### src/hdl/can_frame_signal_decoder_assert.svh
// Assertion helpers shared by the decoder modules.
// Both sample on clock and are switched off while reset is high.
`ifndef CAN_FRAME_SIGNAL_DECODER_ASSERT_SVH
`define CAN_FRAME_SIGNAL_DECODER_ASSERT_SVH

// Same-cycle implication.
`define CFSD_ASSERT_IMP(name, a, c) \
   name: assert property (@(posedge clock) disable iff (reset) (a) |-> (c)) \
      else $error("same-cycle check failed");

// Next-cycle implication.
`define CFSD_ASSERT_NXT(name, a, c) \
   name: assert property (@(posedge clock) disable iff (reset) (a) |=> (c)) \
      else $error("next-cycle check failed");

`endif

### src/hdl/cfsd_pkg.sv
package cfsd_pkg;

   localparam int TIME_BITS = 48;

   localparam int QueueDepth   = 2;
   localparam int QueuePtrBits = (QueueDepth > 1) ? $clog2(QueueDepth) : 1;
   localparam int QueueCntBits = $clog2(QueueDepth + 1);

   // Identifier masks and bases, cut to the 29 identifier bits.
   localparam logic [28:0] IdMaskJoy    = 29'h0FFF_0FFF;
   localparam logic [28:0] IdBaseJoy    = 29'h0200_0000;
   localparam logic [28:0] IdExactJoy   = 29'h0200_0300;
   localparam logic [28:0] IdMaskGroup  = 29'h1FFF_F0FF;
   localparam logic [28:0] IdBaseBatt   = 29'h1C0C_0000;
   localparam logic [28:0] IdBaseMotor  = 29'h1430_0000;
   localparam logic [28:0] IdBaseDist   = 29'h1C30_0004;
   localparam logic [28:0] IdBaseSpeed  = 29'h0A04_0000;
   localparam logic [28:0] IdBaseBeat   = 29'h0C14_0000;
   localparam logic [28:0] IdBaseLamp   = 29'h0C00_0E00;
   localparam logic [28:0] IdMaskEnable = 29'h1FFF_F000;
   localparam logic [28:0] IdBaseEnable = 29'h0C18_0000;

   typedef enum logic [2:0] {
      KIND_JOYSTICK,
      KIND_BATTERY,
      KIND_MOTOR_CURRENT,
      KIND_DISTANCE,
      KIND_MAX_SPEED,
      KIND_HEARTBEAT,
      KIND_LAMP,
      KIND_ENABLE
   } signal_kind_type;

   // One classified frame waiting for the back end.
   typedef struct packed {
      signal_kind_type        kind;
      logic                   two_samples;
      logic [32:0]            value0;
      logic [32:0]            value1;
      logic [55:0]            source;
      logic [TIME_BITS-1:0]   time_ms;
   } entry_type;

   // Handshake between a queue and its neighbours.
   typedef struct packed {
      logic push;
      logic pop;
   } queue_ctrl_type;

   typedef struct packed {
      logic full;
      logic empty;
   } queue_stat_type;

endpackage

### src/hdl/can_frame_signal_decoder.sv
// CAN frame signal decoder.
// Request side: present a frame on the req_ ports with req_push high; it is
// taken at an edge where req_full is low. Remote, error, standard-identifier
// and source-key-zero frames, and frames matching no identifier entry, are
// taken and leave nothing behind.
// Response side: while rsp_empty is low the oldest sample sits on the rsp_
// ports; rsp_pop high at an edge removes it. A frame gives one or two samples,
// the last one flagged by rsp_last_of_frame, each carrying the running
// earliest/latest timestamp after that frame.
// Path: a matching frame is written into the frame queue, then moved into
// the output register once that is free. Throughput: one request per cycle
// while req_full is low; the output register issues one sample per cycle
// while rsp_pop drains it. A two-entry frame queue sits between classifier
// and emitter. Stall: with rsp_pop low the output register holds, the queue
// fills and req_full rises after two more matching frames.
// Reset clears the queue, the output register and the timestamp range.
module can_frame_signal_decoder
   import cfsd_pkg::*;
(
   input  logic                  clock,
   input  logic                  reset,
   input  logic                  req_push,
   output logic                  req_full,
   input  logic [55:0]           req_source_key,
   input  logic [28:0]           req_can_id,
   input  logic                  req_is_extended,
   input  logic                  req_is_remote,
   input  logic                  req_error_flag,
   input  logic [3:0]            req_data_length,
   input  logic [63:0]           req_payload,
   input  logic [TIME_BITS-1:0]  req_time_ms,
   output logic                  rsp_empty,
   input  logic                  rsp_pop,
   output logic [2:0]            rsp_signal_kind,
   output logic                  rsp_channel,
   output logic signed [32:0]    rsp_sample_value,
   output logic [55:0]           rsp_sample_source,
   output logic [TIME_BITS-1:0]  rsp_sample_time_ms,
   output logic                  rsp_last_of_frame,
   output logic [TIME_BITS-1:0]  rsp_earliest_time_ms,
   output logic [TIME_BITS-1:0]  rsp_latest_time_ms
);

   queue_ctrl_type q_ctrl;
   queue_stat_type q_stat;
   entry_type      q_wr_entry;
   entry_type      q_rd_entry;
   logic           q_push;
   logic           q_pop;

   assign q_ctrl.push = q_push;
   assign q_ctrl.pop  = q_pop;

   cfsd_front u_front (
      .req_push        (req_push),
      .req_source_key  (req_source_key),
      .req_can_id      (req_can_id),
      .req_is_extended (req_is_extended),
      .req_is_remote   (req_is_remote),
      .req_error_flag  (req_error_flag),
      .req_data_length (req_data_length),
      .req_payload     (req_payload),
      .req_time_ms     (req_time_ms),
      .q_full          (q_stat.full),
      .req_full        (req_full),
      .q_push          (q_push),
      .q_entry         (q_wr_entry)
   );

   cfsd_queue u_queue (
      .clock    (clock),
      .reset    (reset),
      .ctrl     (q_ctrl),
      .wr_entry (q_wr_entry),
      .stat     (q_stat),
      .rd_entry (q_rd_entry)
   );

   cfsd_back u_back (
      .clock                (clock),
      .reset                (reset),
      .q_stat               (q_stat),
      .q_entry              (q_rd_entry),
      .q_pop                (q_pop),
      .rsp_pop              (rsp_pop),
      .rsp_empty            (rsp_empty),
      .rsp_signal_kind      (rsp_signal_kind),
      .rsp_channel          (rsp_channel),
      .rsp_sample_value     (rsp_sample_value),
      .rsp_sample_source    (rsp_sample_source),
      .rsp_sample_time_ms   (rsp_sample_time_ms),
      .rsp_last_of_frame    (rsp_last_of_frame),
      .rsp_earliest_time_ms (rsp_earliest_time_ms),
      .rsp_latest_time_ms   (rsp_latest_time_ms)
   );

endmodule

### src/hdl/cfsd_front.sv
module cfsd_front
   import cfsd_pkg::*;
(
   input  logic                  req_push,
   input  logic [55:0]           req_source_key,
   input  logic [28:0]           req_can_id,
   input  logic                  req_is_extended,
   input  logic                  req_is_remote,
   input  logic                  req_error_flag,
   input  logic [3:0]            req_data_length,
   input  logic [63:0]           req_payload,
   input  logic [TIME_BITS-1:0]  req_time_ms,
   input  logic                  q_full,
   output logic                  req_full,
   output logic                  q_push,
   output entry_type             q_entry
);

   logic        keep;
   logic        hit;
   logic        len_ge1;
   logic        len_ge2;
   logic        len_ge8;
   logic [28:0] id_grp;
   logic [7:0]  b0, b1;

   always_comb begin
      b0      = req_payload[7:0];
      b1      = req_payload[15:8];
      len_ge1 = (req_data_length != 4'd0);
      len_ge2 = (req_data_length >= 4'd2);
      len_ge8 = (req_data_length >= 4'd8);
      id_grp  = req_can_id & IdMaskGroup;
      keep    = (req_source_key != 56'd0) && !req_is_remote && !req_error_flag
                && req_is_extended;

      hit                 = 1'b1;
      q_entry.kind        = KIND_JOYSTICK;
      q_entry.two_samples = 1'b0;
      q_entry.value0      = {25'd0, b0};
      q_entry.value1      = {25'd0, b1};
      q_entry.source      = req_source_key;
      q_entry.time_ms     = req_time_ms;

      // first matching entry wins; a short payload falls through
      priority if ((((req_can_id & IdMaskJoy) == IdBaseJoy) || (req_can_id == IdExactJoy))
                   && len_ge2) begin
         q_entry.kind        = KIND_JOYSTICK;
         q_entry.two_samples = 1'b1;
         q_entry.value0      = {{25{b0[7]}}, b0};
         q_entry.value1      = {{25{b1[7]}}, b1};
      end else if (id_grp == IdBaseBatt && len_ge1) begin
         q_entry.kind = KIND_BATTERY;
      end else if (id_grp == IdBaseMotor && len_ge2) begin
         q_entry.kind   = KIND_MOTOR_CURRENT;
         q_entry.value0 = {17'd0, b1, b0};
      end else if (id_grp == IdBaseDist && len_ge8) begin
         q_entry.kind        = KIND_DISTANCE;
         q_entry.two_samples = 1'b1;
         q_entry.value0      = {1'b0, req_payload[31:0]};
         q_entry.value1      = {1'b0, req_payload[63:32]};
      end else if (id_grp == IdBaseSpeed && len_ge1) begin
         q_entry.kind = KIND_MAX_SPEED;
      end else if (id_grp == IdBaseBeat && len_ge1) begin
         q_entry.kind = KIND_HEARTBEAT;
      end else if (id_grp == IdBaseLamp && len_ge2) begin
         q_entry.kind        = KIND_LAMP;
         q_entry.two_samples = 1'b1;
      end else if ((req_can_id & IdMaskEnable) == IdBaseEnable && len_ge1) begin
         q_entry.kind = KIND_ENABLE;
      end else begin
         hit = 1'b0;
      end

      req_full = q_full;
      // drop the request unless it passes the filter and matches
      q_push   = req_push && !q_full && keep && hit;
   end

endmodule

### src/hdl/cfsd_queue.sv
`include "can_frame_signal_decoder_assert.svh"

module cfsd_queue
   import cfsd_pkg::*;
(
   input  logic           clock,
   input  logic           reset,
   input  queue_ctrl_type ctrl,
   input  entry_type      wr_entry,
   output queue_stat_type stat,
   output entry_type      rd_entry
);

   entry_type                mem_ff [QueueDepth];
   logic [QueuePtrBits-1:0]  wr_ptr_ff, wr_ptr_in;
   logic [QueuePtrBits-1:0]  rd_ptr_ff, rd_ptr_in;
   logic [QueueCntBits-1:0]  count_ff, count_in;
   logic                     do_push;
   logic                     do_pop;

   always_comb begin
      stat.full  = (count_ff == QueueCntBits'(QueueDepth));
      stat.empty = (count_ff == '0);
      do_push    = ctrl.push && !stat.full;
      do_pop     = ctrl.pop && !stat.empty;
      wr_ptr_in  = wr_ptr_ff;
      rd_ptr_in  = rd_ptr_ff;
      count_in   = count_ff;
      if (do_push) begin
         wr_ptr_in = (wr_ptr_ff == QueuePtrBits'(QueueDepth - 1)) ? '0 : wr_ptr_ff + 1'b1;
      end
      if (do_pop) begin
         rd_ptr_in = (rd_ptr_ff == QueuePtrBits'(QueueDepth - 1)) ? '0 : rd_ptr_ff + 1'b1;
      end
      unique case ({do_push, do_pop})
         2'b10:   count_in = count_ff + 1'b1;
         2'b01:   count_in = count_ff - 1'b1;
         default: count_in = count_ff;
      endcase
      rd_entry = mem_ff[rd_ptr_ff];
   end

   always_ff @(posedge clock) begin
      if (reset) begin
         wr_ptr_ff <= '0;
         rd_ptr_ff <= '0;
         count_ff  <= '0;
      end else begin
         wr_ptr_ff <= wr_ptr_in;
         rd_ptr_ff <= rd_ptr_in;
         count_ff  <= count_in;
      end
   end

   always_ff @(posedge clock) begin
      if (do_push) begin
         mem_ff[wr_ptr_ff] <= wr_entry;
      end
   end

   `CFSD_ASSERT_IMP(a_q_bound, 1'b1, count_ff <= QueueCntBits'(QueueDepth))
   `CFSD_ASSERT_NXT(a_q_drain, do_pop && !do_push, count_ff == $past(count_ff) - 1'b1)

endmodule

### src/hdl/cfsd_back.sv
`include "can_frame_signal_decoder_assert.svh"

module cfsd_back
   import cfsd_pkg::*;
(
   input  logic                  clock,
   input  logic                  reset,
   input  queue_stat_type        q_stat,
   input  entry_type             q_entry,
   output logic                  q_pop,
   input  logic                  rsp_pop,
   output logic                  rsp_empty,
   output logic [2:0]            rsp_signal_kind,
   output logic                  rsp_channel,
   output logic signed [32:0]    rsp_sample_value,
   output logic [55:0]           rsp_sample_source,
   output logic [TIME_BITS-1:0]  rsp_sample_time_ms,
   output logic                  rsp_last_of_frame,
   output logic [TIME_BITS-1:0]  rsp_earliest_time_ms,
   output logic [TIME_BITS-1:0]  rsp_latest_time_ms
);

   logic                  out_valid_ff, out_valid_in;
   logic                  pend_ff, pend_in;
   logic                  time_valid_ff, time_valid_in;
   logic [TIME_BITS-1:0]  earliest_ff, earliest_in;
   logic [TIME_BITS-1:0]  latest_ff, latest_in;
   logic [32:0]           pend_value_ff, pend_value_in;
   signal_kind_type       kind_ff, kind_in;
   logic                  channel_ff, channel_in;
   logic [32:0]           value_ff, value_in;
   logic [55:0]           source_ff, source_in;
   logic [TIME_BITS-1:0]  stamp_ff, stamp_in;
   logic                  last_ff, last_in;
   logic                  out_free;
   logic                  take_second;
   logic                  take_new;

   always_comb begin
      out_free    = !out_valid_ff || rsp_pop;
      take_second = out_free && pend_ff;
      take_new    = out_free && !pend_ff && !q_stat.empty;
      q_pop       = take_new;

      out_valid_in  = out_valid_ff;
      pend_in       = pend_ff;
      time_valid_in = time_valid_ff;
      earliest_in   = earliest_ff;
      latest_in     = latest_ff;
      pend_value_in = pend_value_ff;
      kind_in       = kind_ff;
      channel_in    = channel_ff;
      value_in      = value_ff;
      source_in     = source_ff;
      stamp_in      = stamp_ff;
      last_in       = last_ff;

      priority if (take_second) begin
         // second sample keeps kind, source and timestamps of the one just shown
         out_valid_in = 1'b1;
         pend_in      = 1'b0;
         channel_in   = 1'b1;
         value_in     = pend_value_ff;
         last_in      = 1'b1;
      end else if (take_new) begin
         out_valid_in  = 1'b1;
         pend_in       = q_entry.two_samples;
         pend_value_in = q_entry.value1;
         kind_in       = q_entry.kind;
         channel_in    = 1'b0;
         value_in      = q_entry.value0;
         source_in     = q_entry.source;
         stamp_in      = q_entry.time_ms;
         last_in       = !q_entry.two_samples;
         time_valid_in = 1'b1;
         if (!time_valid_ff) begin
            earliest_in = q_entry.time_ms;
            latest_in   = q_entry.time_ms;
         end else begin
            if (q_entry.time_ms < earliest_ff) earliest_in = q_entry.time_ms;
            if (q_entry.time_ms > latest_ff)   latest_in   = q_entry.time_ms;
         end
      end else if (out_free) begin
         out_valid_in = 1'b0;
      end else begin
         out_valid_in = out_valid_ff;
      end
   end

   always_ff @(posedge clock) begin
      if (reset) begin
         out_valid_ff  <= 1'b0;
         pend_ff       <= 1'b0;
         time_valid_ff <= 1'b0;
         earliest_ff   <= '0;
         latest_ff     <= '0;
      end else begin
         out_valid_ff  <= out_valid_in;
         pend_ff       <= pend_in;
         time_valid_ff <= time_valid_in;
         earliest_ff   <= earliest_in;
         latest_ff     <= latest_in;
      end
   end

   always_ff @(posedge clock) begin
      pend_value_ff <= pend_value_in;
      kind_ff       <= kind_in;
      channel_ff    <= channel_in;
      value_ff      <= value_in;
      source_ff     <= source_in;
      stamp_ff      <= stamp_in;
      last_ff       <= last_in;
   end

   assign rsp_empty            = !out_valid_ff;
   assign rsp_signal_kind      = kind_ff;
   assign rsp_channel          = channel_ff;
   assign rsp_sample_value     = value_ff;
   assign rsp_sample_source    = source_ff;
   assign rsp_sample_time_ms   = stamp_ff;
   assign rsp_last_of_frame    = last_ff;
   assign rsp_earliest_time_ms = earliest_ff;
   assign rsp_latest_time_ms   = latest_ff;

   `CFSD_ASSERT_IMP(a_pend_shown, pend_ff, out_valid_ff && !channel_ff && !last_ff)
   `CFSD_ASSERT_IMP(a_span_order, time_valid_ff, earliest_ff <= latest_ff)
   `CFSD_ASSERT_IMP(a_no_pop_pend, pend_ff, !q_pop)

endmodule
### config.mk
export PLATFORM = sky130hd
export DESIGN_NAME = can_frame_signal_decoder
export DESIGN_NICKNAME = d
export VERILOG_FILES = /design/src/hdl/cfsd_pkg.sv /design/src/hdl/can_frame_signal_decoder.sv /design/src/hdl/cfsd_front.sv /design/src/hdl/cfsd_queue.sv /design/src/hdl/cfsd_back.sv
export VERILOG_INCLUDE_DIRS = /design/src /design/src/hdl
export SDC_FILE = /design/constraint.sdc
export NUM_CORES = 1
export LEC_CHECK = 0
export ABC_CLOCK_PERIOD_IN_PS = 12540
export BUFFER_PORTS_ARGS = -buffer_cell sky130_fd_sc_hd__buf_2
export CAP_MARGIN = 5
export CELL_PAD_IN_SITES_DETAIL_PLACEMENT = 0
export CELL_PAD_IN_SITES_GLOBAL_PLACEMENT = 1
export CORE_MARGIN = 2
export CORE_UTILIZATION = 43
export CTS_BUF_LIST = sky130_fd_sc_hd__clkbuf_4
export DETAILED_ROUTE_END_ITERATION = 10
export PLACE_DENSITY = 0.76
export SYNTH_ARGS = -nofsm -noshare
export SYNTH_HDL_FRONTEND = slang
export SYNTH_SLANG_ARGS = --single-unit
### constraint.sdc
create_clock -name clock -period 12.54 [get_ports clock]
set_clock_uncertainty 0.15 [all_clocks]
set_input_delay 2.508 -clock clock [delete_from_list [all_inputs] [get_ports clock]]
set_output_delay 2.508 -clock clock [all_outputs]
set_load 0.01 [all_outputs]
==> flow_summary.json <==
{
  "cts_tree": "built",
  "ranking_of_synthesized_cells_by_area": "sky130_fd_sc_hd__edfxtp_1 62%, sky130_fd_sc_hd__dfxtp_1 8.3%, sky130_fd_sc_hd__mux2_2 5.7%",
  "routed_wl_um": 63400,
  "portBuffers": 447,
  "cts.root.buffer_cell": "sky130_fd_sc_hd__clkbuf_4",
  "path_cells": "buf_2, nor4_2, nand4_1, nor3_2, buf_4, a221oi_1, a31o_2, nor2_4, buf_4, buf_4",
  "finish.cell_count_without_fillers": 3160,
  "drt_first_pass_iters": 5,
  "synth_seq_cells": 627,
  "finalSetupViolations": 0,
  "cts_resized": 0,
  "tritoncts.num_buffers": 164,
  "clock_sink_count": 627,
  "final_critical_delay_including_setup_and_external_delays_ns": 6.14,
  "ys_seq_area_share_pct": 69.9,
  "synth.lib_cells_used.distinct": 56,
  "first_iter_violations": 914,
  "total_of_max_cap_violations": 0,
  "avgViaCountPerCell": 5.08,
  "antenna_left": 0,
  "fmaxAchievable_mhz": 163,
  "ir_drop_mv": 0.0675,
  "critical-path-slowest-cell": "sky130_fd_sc_hd__buf_4",
  "synth_cells": 1688,
  "pin_count_of_the_biggest_net_entering_global_routing": 136,
  "detail_route.wl_per_cell_um": 20.1,
  "chipWidth_um": 247,
  "total_nets_final": 2557,
  "antenna_found_initial": 10,
  "most_frequent_cp_cell": "sky130_fd_sc_hd__buf_4",
  "setup-tns-final_ns": 0,
  "globalRoute.totalOverflow": 0,
  "maxSlewViolCount": 0,
  "synth_ff_type": "sky130_fd_sc_hd__edfxtp_1",
  "grt_pass1_vias": 16400,
  "synth_nets": 1992,
  "critPathRequiredTime_ns": 12.93,
  "clock_network_latency_to_the_later_pin_of_the_worst_skew_pair_ns": 0.94,
  "ffs_w_async_s_r_synth_pct": 0,
  "placement_rows": 89,
  "max-slew-margin-rel_pct": 16.8,
  "half_perimeter_wire_length_after_placement_um": 42500,
  "power_leakage_nw": 11.6,
  "area_delta_synth_final_pct": 20.4,
  "grt_pass1_wl_um": 93400,
  "timing.critical_path.fanout_max": 58,
  "synth.yosys.warnings": 0,
  "gpl.final_weighted_congestion": 0.844,
  "synth_enable_flop_cells": 521,
  "i_o_pin_count": 448,
  "hold_path.class": "reg -> reg",
  "y_dimension_of_the_die_um": 247,
  "report.final.hold_viol_count": 0,
  "critical-path-top-delay-family": "buffers and inverters",
  "post-cts-setup-buffers": 0,
  "critPathKind": "in -> reg",
  "cts.path.max_buffers": 3,
  "yosysTopAreaCellShare_pct": 61.5,
  "die_area_um2": 61100,
  "status": "complete, no violations",
  "worst_path_largest_cell_delay_ns": 0.74,
  "worstPathBufferInverterCount": 4,
  "worstSetupStartpointType": "input port",
  "dr_total_vias": 16000,
  "netlist_area_pre_place_um2": 25400,
  "route.detailed.drc": 0,
  "yosysTopAreaCell": "sky130_fd_sc_hd__edfxtp_1",
  "endpoint_kind": "flop",
  "syn_avg_cell_area_um2": 15.1,
  "rsz_0062_raised_after_global_routing": "no",
  "power_per_cell_area_nw_per_um2": 132,
  "arrival_ns": 6.53,
  "hold_buffers": 0,
  "synthTopCellsByCount": "521 x sky130_fd_sc_hd__edfxtp_1, 155 x sky130_fd_sc_hd__nor2_1, 151 x sky130_fd_sc_hd__inv_1",
  "clock_pin_slew_reported_for_the_worst_setup_and_hold_paths_after_clock_tree_synthesis_ns": 0.06,
  "yosysMostFrequentCell": "sky130_fd_sc_hd__edfxtp_1",
  "timing.final.crit_share_pct": 49.0,
  "design.core.area_um2": 58700,
  "floorplan.initialDensity_pct": 43.3,
  "global_route.usage.total_pct": 20.6,
  "timing_worst_slew_pin_value_ns": 1.24,
  "dp_cells": 2860,
  "ctsHtreeMaxLevel": 4,
  "drive_gt1_share_pct": 37.3
}
[area by class of cell]
| type | count | area, um2 |
|---|---|---|
| fill | 5055 | 28100 |
| sequential | 627 | 17800 |
| clock buffer | 238 | 1790 |
| inverter | 151 | 572 |
| antenna | 8 | 20.0 |
| multi-input combinational | 845 | 6830 |
| tap | 773 | 967 |
| clock inverter | 54 | 292 |
| timing repair buffer | 464 | 2380 |
[cell families (layout without fill, tap and decap cells)]
| kind of cell | Yosys count | count (layout) | synth area share [%] |
|---|---|---|---|
| fa+ha+maj | 96 | 96 | 4.72 |
| other cells | 0 | 8 | 0 |
| xor+xnor | 4 | 4 | 0.138 |
| flops | 627 | 627 | 69.9 |
| buf+inv | 216 | 907 | 3.50 |
| simple gates | 287 | 287 | 5.32 |
| mux | 230 | 230 | 9.83 |
| compound gates | 228 | 228 | 6.60 |
[through the flow]
step	worst slack, ns	instance area (um2)	util (%)	power, W	hold slack (ns)
after floorplan	0.512	25400	-	0.00230	0.317
after global placement	5.45	28500	48.6	0.00235	0.284
after detailed placement	5.40	28500	48.6	0.00235	0.292
after CTS	6.48	30600	52.1	0.00411	0.303
after global routing	6.25	30600	52.1	0.00422	0.335
final	6.40	30600	52.2	0.00404	0.299
[cell usage in the layout (no fill, tap or decap), types with 4 or more instances in the layout]
| cell type | count |
|---|---|
| sky130_fd_sc_hd__o21ai_0 | 19 |
| sky130_fd_sc_hd__ha_1 | 96 |
| sky130_fd_sc_hd__nor4_1 | 21 |
| sky130_fd_sc_hd__mux2_2 | 128 |
| sky130_fd_sc_hd__mux2i_1 | 81 |
| sky130_fd_sc_hd__o2bb2ai_1 | 27 |
| sky130_fd_sc_hd__buf_4 | 17 |
| sky130_fd_sc_hd__nor2b_1 | 7 |
| sky130_fd_sc_hd__nor2_1 | 153 |
| sky130_fd_sc_hd__nand3_1 | 12 |
| sky130_fd_sc_hd__nand4_1 | 22 |
| sky130_fd_sc_hd__a211oi_1 | 6 |
| sky130_fd_sc_hd__o2bb2ai_2 | 20 |
| sky130_fd_sc_hd__a21o_1 | 53 |
| sky130_fd_sc_hd__inv_2 | 4 |
| sky130_fd_sc_hd__edfxtp_1 | 521 |
| sky130_fd_sc_hd__dfxtp_1 | 105 |
| sky130_fd_sc_hd__clkinv_1 | 34 |
| sky130_fd_sc_hd__o21a_1 | 4 |
| sky130_fd_sc_hd__buf_2 | 446 |
| sky130_fd_sc_hd__diode_2 | 8 |
| sky130_fd_sc_hd__a21oi_1 | 76 |
| sky130_fd_sc_hd__nor3_1 | 8 |
| sky130_fd_sc_hd__and3_1 | 4 |
| sky130_fd_sc_hd__inv_1 | 150 |
| sky130_fd_sc_hd__nand2_1 | 34 |
| sky130_fd_sc_hd__clkinv_2 | 8 |
| sky130_fd_sc_hd__clkbuf_4 | 238 |
| sky130_fd_sc_hd__mux2_1 | 20 |
[layer usage]
layer	vias up	wire (um)	track usage, %
li1	7537	-	-
met1	7830	25800	24.9
met2	557	31000	34.2
met3	119	4840	6.60
met4	6	1680	8.40
met5	-	45	0
[path summary, 6_finish.rpt]
| check | start | endpoint | slack (ns) | depth (start not counted) |
|---|---|---|---|---|
| setup / recovery | req_can_id[13] | u_queue.mem_ff[1][8] | 6.40 | 10 |
| hold / removal | u_back.rsp_channel | u_back.rsp_channel | 0.30 | 2 |
| setup reg to reg | flop | u_back.rsp_earliest_time_ms[39] | 7.08 | 12 |
| hold reg to reg | u_back.rsp_channel | u_back.rsp_channel | 0.30 | 2 |
[sequential cells by signal, summed over array words and instances (netlist names), 2 cells and up, named ones only]
name	cells
u_back.rsp_latest_time_ms	48
u_back.rsp_signal_kind	3
u_queue.mem_ff	348
u_back.rsp_earliest_time_ms	48
u_back.rsp_sample_time_ms	48
u_back.rsp_sample_value	33
u_back.rsp_sample_source	56
u_back.pend_value_ff	33
u_queue.count_ff	2
[worst min-delay path, stage by stage, from the launching register on]
cell and delay [ns]:
sky130_fd_sc_hd__dfxtp_1 0.31, sky130_fd_sc_hd__nand2_1 0.05, sky130_fd_sc_hd__nand2_1 0.04
[power breakdown]
part | total (W) | switching (W) | internal, W
Combinational | 0.0000669 | 0.0000383 | 0.0000285
Clock | 0.00174 | 0.000823 | 0.000915
Sequential | 0.00224 | 0.0000000307 | 0.00224
Total | 0.00404 | 0.000862 | 0.00318
No activity file was read; power rests on OpenSTA's default activity.
